$ cat src/hdl/sensor_advert_frame_packer_assert.svh
// assertion macros for the sensor advert frame packer
`ifndef SENSOR_ADVERT_FRAME_PACKER_ASSERT_SVH
`define SENSOR_ADVERT_FRAME_PACKER_ASSERT_SVH
`ifndef SYNTHESIS
// plain property, checked every cycle out of reset
`define SAFP_ASSERT(lbl, prop, msg) \
  lbl: assert property (@(posedge clk_i) disable iff (!rst_ni) (prop)) else $error(msg);
// same-cycle implication
`define SAFP_ASSERT_IMP(lbl, ante, cons, msg) \
  lbl: assert property (@(posedge clk_i) disable iff (!rst_ni) (ante) |-> (cons)) \
    else $error(msg);
// next-cycle implication
`define SAFP_ASSERT_NEXT(lbl, ante, cons, msg) \
  lbl: assert property (@(posedge clk_i) disable iff (!rst_ni) (ante) |=> (cons)) \
    else $error(msg);
`else
`define SAFP_ASSERT(lbl, prop, msg)
`define SAFP_ASSERT_IMP(lbl, ante, cons, msg)
`define SAFP_ASSERT_NEXT(lbl, ante, cons, msg)
`endif
`endif

$ cat src/hdl/safp_pkg.sv
// shared types, constants and helpers of the sensor advert frame packer
`timescale 1ns / 1ps
`default_nettype none

package safp_pkg;

  localparam int MAX_ENTRIES     = 16;
  localparam int MAX_VALUE_BYTES = 4;
  localparam int FRAME_BYTES     = 24;

  localparam int CntW    = $clog2(MAX_ENTRIES + 1);
  localparam int LenW    = $clog2(MAX_VALUE_BYTES + 1);
  localparam int PosW    = $clog2(FRAME_BYTES + 1);
  localparam int SumW    = $clog2(FRAME_BYTES + MAX_VALUE_BYTES + 2);
  localparam int FlenW   = 5;
  localparam int NumRegs = 5;
  localparam int PAddrW  = $clog2(4 * NumRegs);
  localparam int RegIdxW = PAddrW - 2;

  // transaction kinds
  localparam logic [1:0] KIND_ADD   = 2'd0;
  localparam logic [1:0] KIND_BUILD = 2'd1;
  localparam logic [1:0] KIND_CLEAR = 2'd2;

  // register indexes
  localparam logic [RegIdxW-1:0] REG_UUID_LO = RegIdxW'(0);
  localparam logic [RegIdxW-1:0] REG_UUID_HI = RegIdxW'(1);
  localparam logic [RegIdxW-1:0] REG_VERSION = RegIdxW'(2);
  localparam logic [RegIdxW-1:0] REG_ENCRYPT = RegIdxW'(3);
  localparam logic [RegIdxW-1:0] REG_TRIGGER = RegIdxW'(4);

  localparam logic [7:0] UUID_LO_RST = 8'hD2;
  localparam logic [7:0] UUID_HI_RST = 8'hFC;
  localparam logic [7:0] VERSION_RST = 8'h40;

  typedef enum logic [1:0] {
    STAT_OK       = 2'd0,
    STAT_FULL     = 2'd1,
    STAT_TOO_LONG = 2'd2
  } status_e;

  typedef enum logic [1:0] {
    OP_HOLD   = 2'd0,
    OP_INSERT = 2'd1,
    OP_ROTATE = 2'd2
  } chain_op_e;

  typedef struct packed {
    logic [7:0]      id;
    logic [LenW-1:0] len;
    logic [31:0]     val;
  } entry_t;

  typedef struct packed {
    chain_op_e op;
    entry_t    ent;
  } chain_ctl_t;

  typedef struct packed {
    logic [7:0] uuid_lo;
    logic [7:0] uuid_hi;
    logic [7:0] info;
  } frame_cfg_t;

  // value byte k of an entry, zero past the fourth byte
  function automatic logic [7:0] value_byte(logic [31:0] val, logic [LenW-1:0] k);
    logic [7:0] r;
    r = 8'h00;
    for (int i = 0; i < 4; i++) begin
      if (k == LenW'(i)) r = val[8*i +: 8];
    end
    return r;
  endfunction

  // id plus value bytes starting at position p stay inside the frame
  function automatic logic entry_fits(logic [PosW-1:0] p, logic [LenW-1:0] l);
    return (SumW'(p) + SumW'(l) + SumW'(1)) <= SumW'(FRAME_BYTES);
  endfunction

endpackage

`default_nettype wire

$ cat src/hdl/safp_cell.sv
// one storage cell of the sorted entry chain
`timescale 1ns / 1ps
`default_nettype none

module safp_cell (
  input  logic                clk_i,
  input  safp_pkg::chain_ctl_t ctl_i,
  input  safp_pkg::entry_t    prev_i,
  input  safp_pkg::entry_t    next_i,
  input  logic                prev_gt_i,
  input  logic                occ_i,
  input  logic                at_free_i,
  output safp_pkg::entry_t    ent_o,
  output logic                gt_o
);
  import safp_pkg::*;

  entry_t ent_q, ent_d;

  // occupied and sorting after the new id: this cell moves one place back
  assign gt_o  = occ_i && (ent_q.id > ctl_i.ent.id);
  assign ent_o = ent_q;

  always_comb begin
    ent_d = ent_q;
    case (ctl_i.op)
      OP_INSERT: begin
        if (prev_gt_i) begin
          ent_d = prev_i;
        end else if (gt_o || at_free_i) begin
          ent_d = ctl_i.ent;
        end
      end
      OP_ROTATE: ent_d = next_i;
      default:   ent_d = ent_q;
    endcase
  end

  always_ff @(posedge clk_i) begin
    ent_q <= ent_d;
  end

endmodule

`default_nettype wire

$ cat src/hdl/safp_ctrl.sv
// transaction sequencer, frame byte generator and result register
`timescale 1ns / 1ps
`default_nettype none
`include "sensor_advert_frame_packer_assert.svh"

module safp_ctrl (
  input  logic                          clk_i,
  input  logic                          rst_ni,
  input  logic                          in_valid_i,
  output logic                          in_ready_o,
  input  logic [1:0]                    kind_i,
  input  logic [7:0]                    object_id_i,
  input  logic [3:0]                    value_length_i,
  input  logic [31:0]                   value_bytes_i,
  output logic                          out_valid_o,
  input  logic                          out_ready_i,
  output logic                          is_frame_byte_o,
  output logic [7:0]                    out_byte_o,
  output logic                          last_o,
  output logic [1:0]                    status_o,
  output logic [safp_pkg::FlenW-1:0]    frame_length_o,
  input  safp_pkg::frame_cfg_t          cfg_i,
  input  safp_pkg::entry_t              head_i,
  input  safp_pkg::entry_t              next_i,
  output safp_pkg::chain_ctl_t          ctl_o,
  output logic [safp_pkg::CntW-1:0]     count_o
);
  import safp_pkg::*;

  typedef enum logic [3:0] {
    ST_IDLE = 4'b0001,
    ST_HDR  = 4'b0010,
    ST_ENT  = 4'b0100,
    ST_REST = 4'b1000
  } state_e;

  state_e           state_q, state_d;
  logic [CntW-1:0]  count_q, count_d;
  logic [CntW-1:0]  ent_q, ent_d;
  logic [CntW-1:0]  rot_q, rot_d;
  logic [PosW-1:0]  pos_q, pos_d;
  logic [1:0]       hdr_q, hdr_d;
  logic [LenW-1:0]  byte_q, byte_d;

  logic             ovld_q, ovld_d;
  logic             ofrm_q, ofrm_d;
  logic [7:0]       obyte_q, obyte_d;
  logic             olast_q, olast_d;
  status_e          ostat_q, ostat_d;
  logic [FlenW-1:0] oflen_q, oflen_d;

  logic             emit_ok, acc, len_ok, full, end_ent;
  logic             emit, more;
  logic [7:0]       emit_byte;
  logic [PosW-1:0]  pos_n;
  logic [CntW-1:0]  ent_n, rot_n;

  assign emit_ok    = !ovld_q || out_ready_i;
  assign in_ready_o = (state_q == ST_IDLE) && emit_ok;
  assign acc        = in_valid_i && in_ready_o;
  assign len_ok     = value_length_i <= 4'(MAX_VALUE_BYTES);
  assign full       = count_q == CntW'(MAX_ENTRIES);
  assign end_ent    = byte_q == head_i.len;
  assign pos_n      = pos_q + 1'b1;
  assign ent_n      = ent_q + 1'b1;
  assign rot_n      = rot_q + 1'b1;

  always_comb begin
    state_d     = state_q;
    count_d     = count_q;
    ent_d       = ent_q;
    rot_d       = rot_q;
    pos_d       = pos_q;
    hdr_d       = hdr_q;
    byte_d      = byte_q;
    ovld_d      = ovld_q && !out_ready_i;
    ofrm_d      = ofrm_q;
    obyte_d     = obyte_q;
    olast_d     = olast_q;
    ostat_d     = ostat_q;
    oflen_d     = oflen_q;
    ctl_o.op    = OP_HOLD;
    ctl_o.ent   = '{id: object_id_i, len: LenW'(value_length_i), val: value_bytes_i};
    emit        = 1'b0;
    more        = 1'b0;
    emit_byte   = 8'h00;

    unique case (state_q)
      ST_IDLE: begin
        if (acc) begin
          case (kind_i)
            KIND_ADD: begin
              ovld_d  = 1'b1;
              ofrm_d  = 1'b0;
              obyte_d = 8'h00;
              olast_d = 1'b1;
              oflen_d = '0;
              if (!len_ok) begin
                ostat_d = STAT_TOO_LONG;
              end else if (full) begin
                ostat_d = STAT_FULL;
              end else begin
                ostat_d  = STAT_OK;
                ctl_o.op = OP_INSERT;
                count_d  = count_q + 1'b1;
              end
            end
            KIND_BUILD: begin
              state_d = ST_HDR;
              hdr_d   = 2'd0;
              pos_d   = '0;
              ent_d   = '0;
              rot_d   = '0;
              byte_d  = '0;
            end
            KIND_CLEAR: begin
              ovld_d  = 1'b1;
              ofrm_d  = 1'b0;
              obyte_d = 8'h00;
              olast_d = 1'b1;
              ostat_d = STAT_OK;
              oflen_d = '0;
              count_d = '0;
            end
            default: ;
          endcase
        end
      end
      ST_HDR: begin
        if (emit_ok) begin
          emit  = 1'b1;
          pos_d = pos_n;
          hdr_d = hdr_q + 1'b1;
          case (hdr_q)
            2'd0: begin
              emit_byte = cfg_i.uuid_lo;
              more      = 1'b1;
            end
            2'd1: begin
              emit_byte = cfg_i.uuid_hi;
              more      = 1'b1;
            end
            default: begin
              emit_byte = cfg_i.info;
              more      = (count_q != '0) && entry_fits(pos_n, head_i.len);
              // nothing rotated yet, so the chain is already in place
              state_d   = more ? ST_ENT : ST_IDLE;
              byte_d    = '0;
            end
          endcase
        end
      end
      ST_ENT: begin
        if (emit_ok) begin
          emit      = 1'b1;
          pos_d     = pos_n;
          emit_byte = (byte_q == '0) ? head_i.id
                                     : value_byte(head_i.val, LenW'(byte_q - 1'b1));
          if (!end_ent) begin
            more   = 1'b1;
            byte_d = byte_q + 1'b1;
          end else begin
            ctl_o.op = OP_ROTATE;
            rot_d    = rot_n;
            ent_d    = ent_n;
            byte_d   = '0;
            more     = (ent_n < count_q) && entry_fits(pos_n, next_i.len);
            if (!more) begin
              state_d = (rot_n == CntW'(MAX_ENTRIES)) ? ST_IDLE : ST_REST;
            end
          end
        end
      end
      ST_REST: begin
        ctl_o.op = OP_ROTATE;
        rot_d    = rot_n;
        if (rot_n == CntW'(MAX_ENTRIES)) state_d = ST_IDLE;
      end
      default: state_d = ST_IDLE;
    endcase

    if (emit) begin
      ovld_d  = 1'b1;
      ofrm_d  = 1'b1;
      obyte_d = emit_byte;
      olast_d = !more;
      ostat_d = STAT_OK;
      oflen_d = more ? '0 : FlenW'(pos_n);
    end
  end

  always_ff @(posedge clk_i or negedge rst_ni) begin
    if (!rst_ni) begin
      state_q <= ST_IDLE;
      count_q <= '0;
      ent_q   <= '0;
      rot_q   <= '0;
      pos_q   <= '0;
      hdr_q   <= 2'd0;
      byte_q  <= '0;
      ovld_q  <= 1'b0;
    end else begin
      state_q <= state_d;
      count_q <= count_d;
      ent_q   <= ent_d;
      rot_q   <= rot_d;
      pos_q   <= pos_d;
      hdr_q   <= hdr_d;
      byte_q  <= byte_d;
      ovld_q  <= ovld_d;
    end
  end

  always_ff @(posedge clk_i) begin
    ofrm_q  <= ofrm_d;
    obyte_q <= obyte_d;
    olast_q <= olast_d;
    ostat_q <= ostat_d;
    oflen_q <= oflen_d;
  end

  assign out_valid_o     = ovld_q;
  assign is_frame_byte_o = ofrm_q;
  assign out_byte_o      = obyte_q;
  assign last_o          = olast_q;
  assign status_o        = ostat_q;
  assign frame_length_o  = oflen_q;
  assign count_o         = count_q;

  `SAFP_ASSERT(a_count_max, count_q <= CntW'(MAX_ENTRIES), "entry count above store depth")
  `SAFP_ASSERT(a_pos_max, pos_q <= PosW'(FRAME_BYTES), "frame position past frame size")
  `SAFP_ASSERT_IMP(a_ent_valid, state_q == ST_ENT, ent_q < count_q, "emitting a missing entry")
  `SAFP_ASSERT_IMP(a_rest_rot, state_q == ST_REST, rot_q < CntW'(MAX_ENTRIES), "ring overturned")
  `SAFP_ASSERT_NEXT(a_build_start, acc && (kind_i == KIND_BUILD), state_q == ST_HDR && hdr_q == 2'd0, "build did not start with header")

endmodule

`default_nettype wire

$ cat src/hdl/sensor_advert_frame_packer.sv
// top level of the sensor advert frame packer: register port, entry chain, sequencer
`timescale 1ns / 1ps
`default_nettype none

// Packs measurement entries into a service-data advertising frame.
// An add transaction stores one entry (object id, 0..4 value bytes) and answers
// with one status result; a clear transaction empties the store and answers ok.
// A build transaction streams the frame one byte per result: uuid low, uuid high,
// device info (version bits, bit 0 if encrypted, bit 2 if trigger based), then the
// entries in ascending id order, equal ids in arrival order, each as id then value
// bytes, stopping at the first entry that would not fit. last marks the final
// result of every transaction and frame_length is given on the final frame byte.
// Entries live in a chain of cells kept sorted on insert: an add moves every cell
// with a larger id back by one place. A build reads the head cell and turns the
// ring one place per entry sent; after the last byte the ring keeps turning, one
// place a cycle, until it has made a full turn of the store depth, so the stored
// order is back in place. The result of an add or clear sits in the output
// register the cycle after it is taken. A build emits its frame bytes as the sink
// takes them, then turns the ring through the store positions not sent when some
// but not all were sent (not at all when the store is empty, as the ring never
// moved); the next transaction is taken after that. Kind 3 is taken and dropped
// with no result. Registers are read and written through the APB-style port at
// byte address 4*index; write them only while no transaction is in flight.

module sensor_advert_frame_packer (
  input  logic                         clk_i,
  input  logic                         rst_ni,
  // configuration
  input  logic                         psel,
  input  logic                         penable,
  input  logic                         pwrite,
  input  logic [safp_pkg::PAddrW-1:0]  paddr,
  input  logic [31:0]                  pwdata,
  output logic [31:0]                  prdata,
  output logic                         pready,
  // input transactions
  input  logic                         in_valid_i,
  output logic                         in_ready_o,
  input  logic [1:0]                   kind_i,
  input  logic [7:0]                   object_id_i,
  input  logic [3:0]                   value_length_i,
  input  logic [31:0]                  value_bytes_i,
  // results
  output logic                         out_valid_o,
  input  logic                         out_ready_i,
  output logic                         is_frame_byte_o,
  output logic [7:0]                   out_byte_o,
  output logic                         last_o,
  output logic [1:0]                   status_o,
  output logic [4:0]                   frame_length_o
);
  import safp_pkg::*;

  // configuration registers
  logic [7:0] uuid_lo_q, uuid_hi_q, version_q;
  logic       encrypt_q, trigger_q;
  logic       cfg_wr;
  logic [RegIdxW-1:0] reg_idx;

  assign pready  = 1'b1;
  assign cfg_wr  = psel && penable && pwrite;
  assign reg_idx = paddr[PAddrW-1:2];

  always_ff @(posedge clk_i or negedge rst_ni) begin
    if (!rst_ni) begin
      uuid_lo_q <= UUID_LO_RST;
      uuid_hi_q <= UUID_HI_RST;
      version_q <= VERSION_RST;
      encrypt_q <= 1'b0;
      trigger_q <= 1'b0;
    end else if (cfg_wr) begin
      unique case (reg_idx)
        REG_UUID_LO: uuid_lo_q <= pwdata[7:0];
        REG_UUID_HI: uuid_hi_q <= pwdata[7:0];
        REG_VERSION: version_q <= pwdata[7:0];
        REG_ENCRYPT: encrypt_q <= pwdata[0];
        REG_TRIGGER: trigger_q <= pwdata[0];
        default: ;
      endcase
    end
  end

  // register read-back
  always_comb begin
    unique case (reg_idx)
      REG_UUID_LO: prdata = {24'h0, uuid_lo_q};
      REG_UUID_HI: prdata = {24'h0, uuid_hi_q};
      REG_VERSION: prdata = {24'h0, version_q};
      REG_ENCRYPT: prdata = {31'h0, encrypt_q};
      REG_TRIGGER: prdata = {31'h0, trigger_q};
      default:     prdata = 32'h0;
    endcase
  end

  // header bytes handed to the sequencer, device info flags folded in
  frame_cfg_t frame_cfg;
  assign frame_cfg.uuid_lo = uuid_lo_q;
  assign frame_cfg.uuid_hi = uuid_hi_q;
  assign frame_cfg.info    = version_q | {5'b0, trigger_q, 1'b0, encrypt_q};

  // entry chain: cell 0 is the head, a rotation moves every cell one place forward
  localparam int NextHead = (MAX_ENTRIES > 1) ? 1 : 0;

  chain_ctl_t              chain_ctl;
  logic [CntW-1:0]         count;
  entry_t                  chain_ent [MAX_ENTRIES];
  logic [MAX_ENTRIES-1:0]  chain_gt;

  for (genvar i = 0; i < MAX_ENTRIES; i++) begin : g_cell
    localparam int Prev = (i + MAX_ENTRIES - 1) % MAX_ENTRIES;
    localparam int Next = (i + 1) % MAX_ENTRIES;

    safp_cell u_cell (
      .clk_i     (clk_i),
      .ctl_i     (chain_ctl),
      .prev_i    (chain_ent[Prev]),
      .next_i    (chain_ent[Next]),
      .prev_gt_i ((i == 0) ? 1'b0 : chain_gt[Prev]),
      .occ_i     (CntW'(i) < count),
      .at_free_i (CntW'(i) == count),
      .ent_o     (chain_ent[i]),
      .gt_o      (chain_gt[i])
    );
  end

  // sequencer and result register
  safp_ctrl u_ctrl (
    .clk_i           (clk_i),
    .rst_ni          (rst_ni),
    .in_valid_i      (in_valid_i),
    .in_ready_o      (in_ready_o),
    .kind_i          (kind_i),
    .object_id_i     (object_id_i),
    .value_length_i  (value_length_i),
    .value_bytes_i   (value_bytes_i),
    .out_valid_o     (out_valid_o),
    .out_ready_i     (out_ready_i),
    .is_frame_byte_o (is_frame_byte_o),
    .out_byte_o      (out_byte_o),
    .last_o          (last_o),
    .status_o        (status_o),
    .frame_length_o  (frame_length_o),
    .cfg_i           (frame_cfg),
    .head_i          (chain_ent[0]),
    .next_i          (chain_ent[NextHead]),
    .ctl_o           (chain_ctl),
    .count_o         (count)
  );

endmodule

`default_nettype wire
$ cat config.mk
export PLATFORM = sky130hd
export DESIGN_NAME = sensor_advert_frame_packer
export DESIGN_NICKNAME = d
export VERILOG_FILES = /design/src/hdl/safp_pkg.sv /design/src/hdl/safp_cell.sv /design/src/hdl/safp_ctrl.sv /design/src/hdl/sensor_advert_frame_packer.sv
export VERILOG_INCLUDE_DIRS = /design/src /design/src/hdl
export SDC_FILE = /design/constraint.sdc
export NUM_CORES = 2
export LEC_CHECK = 0
export ABC_AREA = 1
export BUFFER_PORTS_ARGS = -buffer_cell sky130_fd_sc_hd__buf_2
export CORE_MARGIN = 2
export CORE_UTILIZATION = 60
export CTS_CLUSTER_DIAMETER = 80
export DETAILED_ROUTE_END_ITERATION = 8
export MAX_ROUTING_LAYER = met4
export PLACE_DENSITY = 0.81
export SYNTH_ARGS = -nofsm -noshare
export SYNTH_HDL_FRONTEND = slang
export SYNTH_SLANG_ARGS = --single-unit
$ cat constraint.sdc
create_clock -name clk_i -period 6.12 [get_ports clk_i]
set_clock_uncertainty 0.2 [all_clocks]
set_input_delay 0.918 -clock clk_i [delete_from_list [all_inputs] [get_ports clk_i]]
set_output_delay 0.918 -clock clk_i [all_outputs]
set_load 0.1 [all_outputs]
==> impl_results.md <==
- Status: finished clean
- Fin crit share: about three quarters
- Via count: 37.2k
- First-pass GRT wire length: between 150000 and 200000 um
- Yosys reg bits: ~760
- # resized after CTS: 0
- Main synth FF type: edfxtp_1
- Mapped Cells: approximately 5.1k
- Startpoint types: input port
- Fin. max-slew vios: 0
- Slew HR: between 10% and 20%
- Filler Cell Count: 5638
- Port bufs: 90
- Final-report setup violation count: 0
- Clock buffer depth: 3
- Crit-path max cell delay: roughly 0.77 ns
- Sequential share of the synthesized area: about 52%
- Critical path class: input port to flop
- H-tree depth: 3
- Reg area: roughly 23000 um^2
- WP data arrival: 4.65 ns
- Synth area leader: edfxtp_1
- Layout cells sized above 1: 6.77%
- WP data required: 6.23 ns
- Final nets: around 5.2k
- Share of the synthesized area in the top cell type: around half
- Mapped Area: 43200 um^2
- Post-CTS Hold Fix Bufs: 0
- Total gr overflow: 0
- Initial DRT Pass Iterations: 6
- Slew @ Worst Pin: 1.26 ns
- Count of antenna-violating nets left after detailed routing: 0
- Initial core utilization: between 60% and 70%
- Die area: around 74000 um^2
- GRT Overall Usage: 34.9%
- Yosys cell types: 46
- Largest net degree at the start of global routing: roughly 280
- Number of global-route vias before repair: between 30k and 40k
- CP max FO: 46
- Most frequent cells in the layout: 1800 x nand2_1, 813 x o21ai_0, 702 x edfxtp_1, 350 x o21ai_1, 221 x nand3_1
- P&R area growth vs syn: 7.79%
- Worst-Skew Late Latency: 0.64 ns
- Pwr Density: 382 nW/um^2
- Asr flop ratio synth: between 7 and 8%
- Power, Total: ~18000 uW
- Hold Violations, Final: 0
- Iteration-0 DRC Markers: ~5.4k
- Avg Vias per Cell: between 6 and 7
- CTS tree: built
- Clock slew at reported path FFs: ~0.06 ns
- Finished Core Util: 65.3%
- I/O pins: around 140
- Worst path cell trace: buf_2, clkinv_1, ha_1, a21oi_1, o21ai_0, o21bai_1, nand2_4, nand2_1, nor2_1, nor2_4, buf_12
- Slowest-stage cell, CP: clkinv_1
- GPL Wtd Cong: ~0.9
- Post-Route WL: about 130000 um
- DR DRC count: 0
- Area taken by multi-input logic gates: between 15000 and 20000 um^2
- Site Rows: 98
- Detail Placement HPWL: approximately 75000 um
- Most common cell after layout, fill and taps aside: nand2_1
- Setup repair after global routing missed its margin: false
- CP Capture Type: flop
- Number of buffers created by CTS: 82
- Period minus WS final: around 4.5 ns
- Total leakage power: 0.0179 uW
- Ranking of synthesized cells by area: edfxtp_1 49%, nand2_1 16%, o21ai_0 9.4%
- Die Span Y: between 200 and 300 um
- Number of setup buffers added after CTS: 0
- Initial antenna violation count: 1
- Maxcap violations: 0
- EDFF count, synth: 702
- Yosys warnings: 0
- Peak VDD IR: ~0.00029 V
- Core box area: 71400 um^2
- Hold Path Class: input port to asynchronous set/reset pin
- Root Driver: clkbuf_16
- F_max: 0.221 GHz
- Syn_area_per_cell: between 8 and 9 um^2
- Die W: between 200 and 300 um
- TritonCTS sink count: around 760
- Wire length per cell: roughly 21 um
==> registers in the layout (all words and copies together), names as in the netlist, 8 cells and up <==
register             count
g_cell.u_cell.ent_o    688
uuid_lo_q                8
u_ctrl.out_byte_o        8
version_q                8
uuid_hi_q                8
==> power breakdown <==
group / switching, uW / total (uW) / internal (uW)
combinational: 4370 / 5840 / 1470
sequential: 308 / 6890 / 6590
clock: 2160 / 5040 / 2880
total: 6840 / 17800 / 10900
==> synthesized netlist by cell type, types with 4 or more instances <==
master    instances
nor3_1           10
o211ai_1          4
clkinv_1          9
edfxtp_1        702
xor2_1            9
clkbuf_1        195
dfstp_2          12
ha_1            156
inv_1           184
o21bai_1          9
nor3_2            6
dfrtp_1          44
nor2_1          196
o21ai_1         351
a31oi_1           5
clkbuf_2          5
a21oi_1          86
nand4_1          17
buf_1            42
o21a_1           12
buf_2            66
inv_2            10
buf_4            42
nand2_2          12
nand3b_1         43
o22ai_1           5
nand2_1        1804
nand3_1         221
o21ai_0         813
buf_6            31
==> metrics by stage <==
step | setup TNS, ns | hold slack (ns) | cell area (um^2) | setup WS, ns | cells
global placement | 0 | 0.258 | 43900 | 1.07 | 5868
CTS | 0 | 0.254 | 46600 | 1.70 | 6019
finish | 0 | 0.254 | 46600 | 1.59 | 6021
global route | 0 | 0.284 | 46600 | 1.46 | 6020
floorplan | -22.64 | 0.267 | 43300 | -0.217 | 5150
detailed placement | 0 | 0.262 | 43900 | 1.04 | 5868
==> cell families (layout without fill, tap and decap cells) <==
| family | Yosys count | in the layout | share of synthesized area (%) |
|---|---|---|---|
| and+or+nand+nor | 2321 | 2321 | 21.6 |
| AOI/OAI and AO/OA | 1291 | 1291 | 15.2 |
| DFF | 761 | 761 | 52.2 |
| buffers and inverters | 584 | 503 | 6.18 |
| adders and majority gates | 156 | 156 | 4.52 |
| xor gates and xnor gates | 12 | 12 | 0.243 |
| other | 2 | 27 | 0.0174 |
==> final cells by class <==
class	instances	share of cell area, %
tap	950	2.55
timing repair buffer	149	2.32
clock buffer	113	4.90
multi-input combinational	3805	39.3
inverter	203	1.65
clock inverter	38	0.825
sequential	761	48.4
antenna	2	0.0107
==> path summary, 6_finish.rpt <==
| path | depth (start not counted) | end | slack (ns) | start |
|---|---|---|---|---|
| max reg2reg | 13 | g_cell[10].u_cell.ent_o[29] | 1.83 | u_ctrl.byte_q[0] |
| max | 11 | g_cell[8].u_cell.ent_o[17] | 1.59 | object_id_i[5] |
| min reg2reg | 2 | u_ctrl.status_o[1] | 0.27 | u_ctrl.status_o[1] |
| max in group asynchronous | 2 | u_ctrl.ent_q[4] | 4.95 | rst_ni |
| min in group clk_i | 2 | u_ctrl.status_o[1] | 0.27 | u_ctrl.status_o[1] |
| min | 2 | u_ctrl.state_q[1] | 0.25 | rst_ni |
==> per-layer routing <==
metal | up-vias | GRT usage (%) | routed length, um
met5 | - | - | 0
met4 | 0 | 17.1 | 6710
li1 | 17154 | - | -
met2 | 2357 | 52.2 | 57400
met3 | 425 | 5.56 | 15400
met1 | 17284 | 46.6 | 48400
==> critical path: cells and delay by family <==
family | cells | cell delay [ns]
AOI/OAI and AO/OA | 3 | 0.56
adders and majority gates | 1 | 0.69
buffers and inverters | 3 | 1.22
and+or+nand+nor | 4 | 1.20
Note: power is estimated with default switching activity, not from simulation.
